[src/pli_pkg.sv]
package pli_pkg;

  localparam int POS_W  = 8;
  localparam int DATA_W = 32;
  localparam int CNT_OUT_W = 8;

  localparam logic [1:0] CMD_INSERT = 2'd0;
  localparam logic [1:0] CMD_DELETE = 2'd1;
  localparam logic [1:0] CMD_READ   = 2'd2;

  typedef enum logic [1:0] {
    ST_OK    = 2'd0,
    ST_RANGE = 2'd1,
    ST_FULL  = 2'd2
  } status_t;

  typedef struct packed {
    logic                     ins;
    logic                     del;
    logic                     load;
    logic                     fold;
    logic [POS_W-1:0]         pos0;
    logic signed [DATA_W-1:0] value;
  } pli_ctrl_t;

endpackage

[src/pli_cell.sv]
module pli_cell
  import pli_pkg::*;
#(
  parameter int IW    = 7,
  parameter int INDEX = 0
) (
  input  logic                     clk,
  input  pli_ctrl_t                ctrl,
  input  logic signed [DATA_W-1:0] left_entry,
  input  logic signed [DATA_W-1:0] right_entry,
  input  logic signed [DATA_W-1:0] right_tap,
  output logic signed [DATA_W-1:0] entry,
  output logic signed [DATA_W-1:0] tap
);

  localparam int W = (IW > POS_W ? IW : POS_W) + 1;

  logic [W-1:0] idx;
  logic [W-1:0] pos_ix;

  assign idx    = W'(INDEX);
  assign pos_ix = W'(ctrl.pos0);

  always_ff @(posedge clk) begin
    if (ctrl.ins) begin
      if (idx > pos_ix) begin
        entry <= left_entry;
      end else if (idx == pos_ix) begin
        entry <= ctrl.value;
      end
    end else if (ctrl.del) begin
      if (idx >= pos_ix) begin
        entry <= right_entry;
      end
    end
  end

  // capture the addressed entry, then fold taps towards cell zero
  always_ff @(posedge clk) begin
    if (ctrl.load) begin
      tap <= (idx == pos_ix) ? entry : '0;
    end else if (ctrl.fold) begin
      tap <= tap | right_tap;
    end
  end

endmodule

[config.mk]
export PLATFORM = sky130hd
export DESIGN_NAME = pli_cell
export DESIGN_NICKNAME = d
export VERILOG_FILES = /design/src/pli_pkg.sv /design/src/pli_cell.sv
export SDC_FILE = /design/constraint.sdc
export NUM_CORES = 1
export LEC_CHECK = 0
export BUFFER_PORTS_ARGS = -buffer_cell sky130_fd_sc_hd__buf_2
export CAP_MARGIN = 5
export CORE_MARGIN = 1.5
export CORE_UTILIZATION = 43
export DETAILED_ROUTE_END_ITERATION = 10
export GPL_TIMING_DRIVEN = 0
export PLACE_DENSITY = 0.81
export SYNTH_ARGS = -nofsm -noshare
export SYNTH_HDL_FRONTEND = slang
export SYNTH_SLANG_ARGS = --single-unit
[constraint.sdc]
create_clock -name clk -period 5.3 [get_ports clk]
set_clock_uncertainty 0.2 [all_clocks]
set_input_delay 1.06 -clock clk [delete_from_list [all_inputs] [get_ports clk]]
set_output_delay 1.06 -clock clk [all_outputs]
set_load 0.05 [all_outputs]
==> results of run 1 <==
==> Yosys cell counts <==
library cell and n:
nand2_1 32, buf_6 4, mux2_2 32, or2_2 1
clkbuf_1 8, nor3_1 1, or4_1 1, nor2_1 33
edfxtp_1 64, buf_1 2, o32ai_1 3, buf_12 3
buf_2 2, o32ai_2 29, or4_4 1
==> kinds of logic (layout without fill, tap and decap cells) <==
kind of cell | Yosys count | count (layout) | share of synthesized area (%)
muxes | 32 | 32 | 11.2
and+or+nand+nor | 69 | 69 | 8.54
buffers and inverters | 19 | 207 | 4.76
DFF | 64 | 64 | 59.9
AOI/OAI and AO/OA | 32 | 32 | 15.5
==> state kept, by name, indices dropped and copies added, names as in the netlist <==
signal	count
entry	32
tap	32
==> path summary, 6_finish.rpt <==
check	startpoint	end	slack, ps	cells past startpoint
worst min register to register	tap[17]$_DFFE_PP_	tap[17]$_DFFE_PP_	410	2
worst min-delay path	tap[17]$_DFFE_PP_	tap[17]$_DFFE_PP_	410	2
worst max-delay path	ctrl[39]	entry[31]$_DFFE_PP_	2180	6
worst max register to register	tap[20]$_DFFE_PP_	tap[20]$_DFFE_PP_	4160	2
==> critical path, delay by kind of cell <==
family	cells	cell delay (ps)
and+or+nand+nor	2	1140
buffers and inverters	4	730
==> per-layer routing <==
layer	GRT usage (%)	vias up	routed length (µm)	share of wire (%)
met2	34.2	110	4060	52
met1	24.6	1194	3230	41
met3	3.05	9	440	5.6
li1	-	1197	-	-
met5	0	-	0	0
met4	8.25	0	91	1.2
==> power by group <==
| part | total (W) | switching [W] | leakage (nW) | internal (W) |
|---|---|---|---|---|
| registers | 0.000598 | 0.0000115 | 0.627 | 0.000587 |
| logic | 0.000233 | 0.000147 | 1.11 | 0.0000860 |
| clock network | 0.000393 | 0.000177 | 0.0941 | 0.000216 |
==> per-stage QoR <==
stage / cells / hold WS (ps)
after floorplan: 216 / 710
after global placement: 485 / 393
after detailed placement: 487 / 401
after CTS: 503 / 415
after global routing: 503 / 447
final: 503 / 411
==> cell type report <==
| cell class | instances | area [µm²] | area share, % |
|---|---|---|---|
| Tap cell | 99 | 124 | 2.82 |
| Multi-Input combinational cell | 133 | 1140 | 25.9 |
| Buffer | 19 | 153 | 3.48 |
| Timing Repair Buffer | 172 | 873 | 19.9 |
| Clock inverter | 4 | 45.0 | 1.03 |
| Clock buffer | 12 | 135 | 3.08 |
| Sequential cell | 64 | 1920 | 43.8 |
==> results.cfg, run 1 <==
[worst_setup_path]
cp.required_ps = 5130
worstPathArrival_ps = 2950
critical_path_class = in -> reg
cp_max_fo = 13
critPathLaunchType = input pin
cp_slowest_cell = nor3_2
cpPeakStageDelay_ps = 650
crit_chain = buf_2, or4_1, buf_2, buf_6, nor3_2, buf_6
end_kind = register

[sta]
timing.setup.tns_ps = 0
setup_viol = 0
setup_ws_ps = 2180
worstMarginPinSlew_ps = 792
hold_violations = 0
rsz0062_at_grt = false
finalMaxSlewViolations = 0
fin_crit_ps = 3120
fin_crit_sh_pct = 58.8
maxSlewHeadroom_pct = 46.9
fmax_mhz = 321

[synth]
synth_area_mm2 = 0.00321
synth_nets = 357
synth_top_area_share_pct = 59.9
synth_top_cell_by_area = edfxtp_1
synth.distinct_cells = 15
synth_seq_cells = 64
syn_inst = 216
yosysSeqAreaShare_pct = 59.9
synth_area_leaders = edfxtp_1 60%, o32ai_2 15%, mux2_2 11%
syn_area_per_cell_um2 = 14.8
yosys_warnings = 0

[global_routing]
grt_pass1_wl_mm = 11.7
grt_overflow = 0
antenna_found_initial = 0
grt_use_total_pct = 19.7
grt_max_degree = 33
grt_pass1_vias = 2427

[final_layout]
area_delta_synth_final_pct = 36.9
layout.nets = 540
final.fill_count = 633
final_core_util_pct = 60.5
drive_above_1_share_pct = 63.9
final_area_mm2 = 0.00439
layout_commonest_cell = buf_2
n_antenna_cell = 0
mostFrequentLayoutCells = 172 x buf_2, 64 x edfxtp_1, 33 x nor2_1, 32 x mux2_2, 32 x nand2_1

[cts]
numCtsBuffers = 9
cts_hold_buf = 0
cts-htree-levels = 3
cts_tree = done
clkLatencyLatePin_ps = 330
post-cts-setup-buffers = 0
cts.clk_slew.worst_paths_ps = 60
clock-sinks = 64
post_cts_resized = 0
cts.path.max_buffers = 2
clockRootBuffer = clkbuf_8

[place]
dp_hpwl_mm = 5.81
placed_area_mm2 = 0.00421
io_buffer_count = 170
place_congestion = 0.771
post-place-ws_ps = 1810

[floorplan]
row_count = 31
coreArea_mm2 = 0.00725
initial_core_util_pct = 44.2
die_y_um = 89.4
design.die.area_mm2 = 0.00799
boundaryPins = 205
die_x_um = 89.4

[hold_path]
holdCritPathClass = reg -> reg

[drt]
via_count = 2510
drc_errors = 0
avgViaCountPerCell = 4.99
avgRoutedWirePerCell_um = 15.5
postRouteAntennaNets = 0
postRouteWirelength_mm = 7.82
drt-initial-drc-count = 96
dr.pass1.iters = 4

[power]
power.total_w = 0.00122
power-per-cell-area_mw_per_mm2 = 279
p_leak_nw = 1.83
ir_worst_vdd_mv = 0.127

[outcome]
status = finished clean

[flow_run]
maxCapViolCount = 0
(Power assumes the default switching activity.)
==> inputs of run 2 (changes only) <==
Settings changed: ABC_AREA from default to 1, CORE_UTILIZATION 43 to 38, PLACE_DENSITY 0.81 to 0.76.
Clock period 5.3 ns to 2.76 ns, I/O delays scaled along.
==> results.cfg, run 2 <==
[synth]
ys_async_sr_fraction_pct = 0
synthXorXnorAreaFrac_pct = 0
synth_compound_area_share_pct = 5.04
synth_area_mm2 = 0.00318
ys.flop_type = edfxtp_1
synth_edf_count = 64
syn_area_per_cell_um2 = 11.3
synth_area_leaders = edfxtp_1 60%, nand2_1 10%, mux2_2 7.4%
synth_nets = 422
yosysSeqAreaShare_pct = 60.4
synth_top_area_share_pct = 60.4
synth_seq_cells = 64
synth_top_cell_by_area = edfxtp_1
synth_top_family_by_area = simple AND/OR/NAND/NOR gates
yosys_warnings = 0
syn_inst = 281
synth.distinct_cells = 20
synth-simple-area-share_pct = 14.2
synth.most_common_cell = nand2_1
synth_commonest_cells = 86 x nand2_1, 64 x edfxtp_1, 32 x inv_1
synth.area.mux_share_pct = 12.4
synth_adder_area_share_pct = 0

[global_routing]
grt_pass1_wl_mm = 11.4
grt_overflow = 0
grt_max_degree = 33
antenna_found_initial = 0
grt_use_total_pct = 17.3
grt_pass1_vias = 2308

[worst_setup_path]
cpPeakStageDelay_ps = 660
cp_slowest_cell = nor3_4
cp_common_cell = buf_6
cp_max_fo = 18
crit_chain = buf_6, buf_6, nor2_1, nor3_4, buf_16
cpLargestDelayFamily = simple AND/OR/NAND/NOR gates
cp.required_ps = 2600
critical_path_class = in -> reg
end_kind = register
worstPathArrival_ps = 1810
critPathBufInv = 3
critPathLaunchType = input pin

[floorplan]
coreArea_mm2 = 0.00818
row_count = 33
die_y_um = 94.5
boundaryPins = 205
initial_core_util_pct = 38.9
design.die.area_mm2 = 0.00892
die_x_um = 94.5

[place]
dp_hpwl_mm = 6.21
post-place-ws_ps = 417
place_congestion = 0.764
io_buffer_count = 170

[sta]
rsz0062_at_grt = false
fin_crit_sh_pct = 71.6
worstMarginPinSlew_ps = 759
setup_viol = 0
hold_violations = 0
setup_ws_ps = 784
timing.setup.tns_ps = 0
maxSlewHeadroom_pct = 49.3
fin_crit_ps = 1980
finalMaxSlewViolations = 0
fmax_mhz = 506

[drt]
drc_errors = 0
drt-initial-drc-count = 119
postRouteAntennaNets = 0
postRouteWirelength_mm = 7.78
dr.pass1.iters = 4
via_count = 2531
avgRoutedWirePerCell_um = 13.6
avgViaCountPerCell = 4.43

[cts]
clock-sinks = 64
numCtsBuffers = 9
cts.clk_slew.worst_paths_ps = 60
cts_hold_buf = 0
post_cts_resized = 0
cts-htree-levels = 3
cts_tree = done
cts.path.max_buffers = 2
post-cts-setup-buffers = 0
clkLatencyLatePin_ps = 330
clockRootBuffer = clkbuf_8

[final_layout]
layout_commonest_cell = buf_2
mostFrequentLayoutCells = 173 x buf_2, 86 x nand2_1, 64 x edfxtp_1, 32 x inv_1, 27 x o21ai_0
n_antenna_cell = 0
drive_above_1_share_pct = 51.5
layout.nets = 604
top_regs = entry (32), tap (32)
area_delta_synth_final_pct = 36.6

[hold_path]
holdCritPathClass = in -> reg

[flow_run]
maxCapViolCount = 0

[outcome]
status = finished clean

[power]
power-per-cell-area_mw_per_mm2 = 504
p_leak_nw = 2.21
ir_worst_vdd_mv = 0.233
-- run 2: changes by cell type after synthesis, moves of 3 or more --
cell / previous run / this run
mux2_2: 32 / 21
nand2_2: 0 / 12
o32ai_1: 3 / 0
o32ai_2: 29 / 0
buf_6: 4 / 7
o21ai_1: 0 / 5
clkbuf_1: 8 / 2
inv_1: 0 / 32
mux2_4: 0 / 9
nand2_1: 32 / 86
o21ai_0: 0 / 27
nor2_1: 33 / 3
-- run 2: logic make-up after synthesis --
kind of cell	count (synthesis)
muxes	32
buffers and inverters	47
DFF	64
AOI/OAI and AO/OA	32
and+or+nand+nor	106
-- run 2: tightest hold or removal path: stages --
cell,delay [ps]
buf_2,80
o21ai_1,60
nand2_1,50
-- run 2: final timing paths --
kind	from	end	slack, ps	cells past startpoint
setup / recovery	ctrl[43]	entry[8]$_DFFE_PP_	780	5
hold / removal	right_tap[5]	tap[5]$_DFFE_PP_	320	3
hold reg to reg	tap[4]$_DFFE_PP_	tap[4]$_DFFE_PP_	370	2
setup reg to reg	tap[19]$_DFFE_PP_	tap[19]$_DFFE_PP_	1640	2
-- run 2: power breakdown --
| part | leakage, nW | internal, W | switching, W |
|---|---|---|---|
| Clock | 0.0718 | 0.000307 | 0.000318 |
| Combinational | 1.51 | 0.000150 | 0.000264 |
| Sequential | 0.627 | 0.00113 | 0.0000207 |
-- run 2: through the flow --
stage / cell area [µm²] / util (%) / hold WS, ps / power [W] / instances
finish: 4340 / 53.1 / 318 / 0.00219 / 571
global route: 4340 / 53.1 / 309 / 0.00227 / 571
CTS: 4340 / 53.1 / 292 / 0.00221 / 571
detailed placement: 4200 / 51.4 / 347 / 0.00159 / 557
global placement: 4170 / 51.0 / 344 / 0.00158 / 556
floorplan: 3190 / - / 553 / 0.00144 / 281
-- run 2: layout make-up --
type / instances / area, µm²
sequential: 64 / 1920
timing repair buffer: 171 / 878
clock buffer: 11 / 131
fill: 751 / 3830
clock inverter: 3 / 11.3
tap: 105 / 131
buffer: 14 / 126
inverter: 33 / 124
multi-input combinational: 170 / 1020
-- run 2: layer usage --
metal  vias up  global-route usage [%]  share of wire (%)
met1      1118                    22.7                 45
met2       101                    27.2                 47
met3        18                    2.50                4.7
met4         0                    9.95                3.2
li1       1294                       -                  -
met5         -                       0                  0
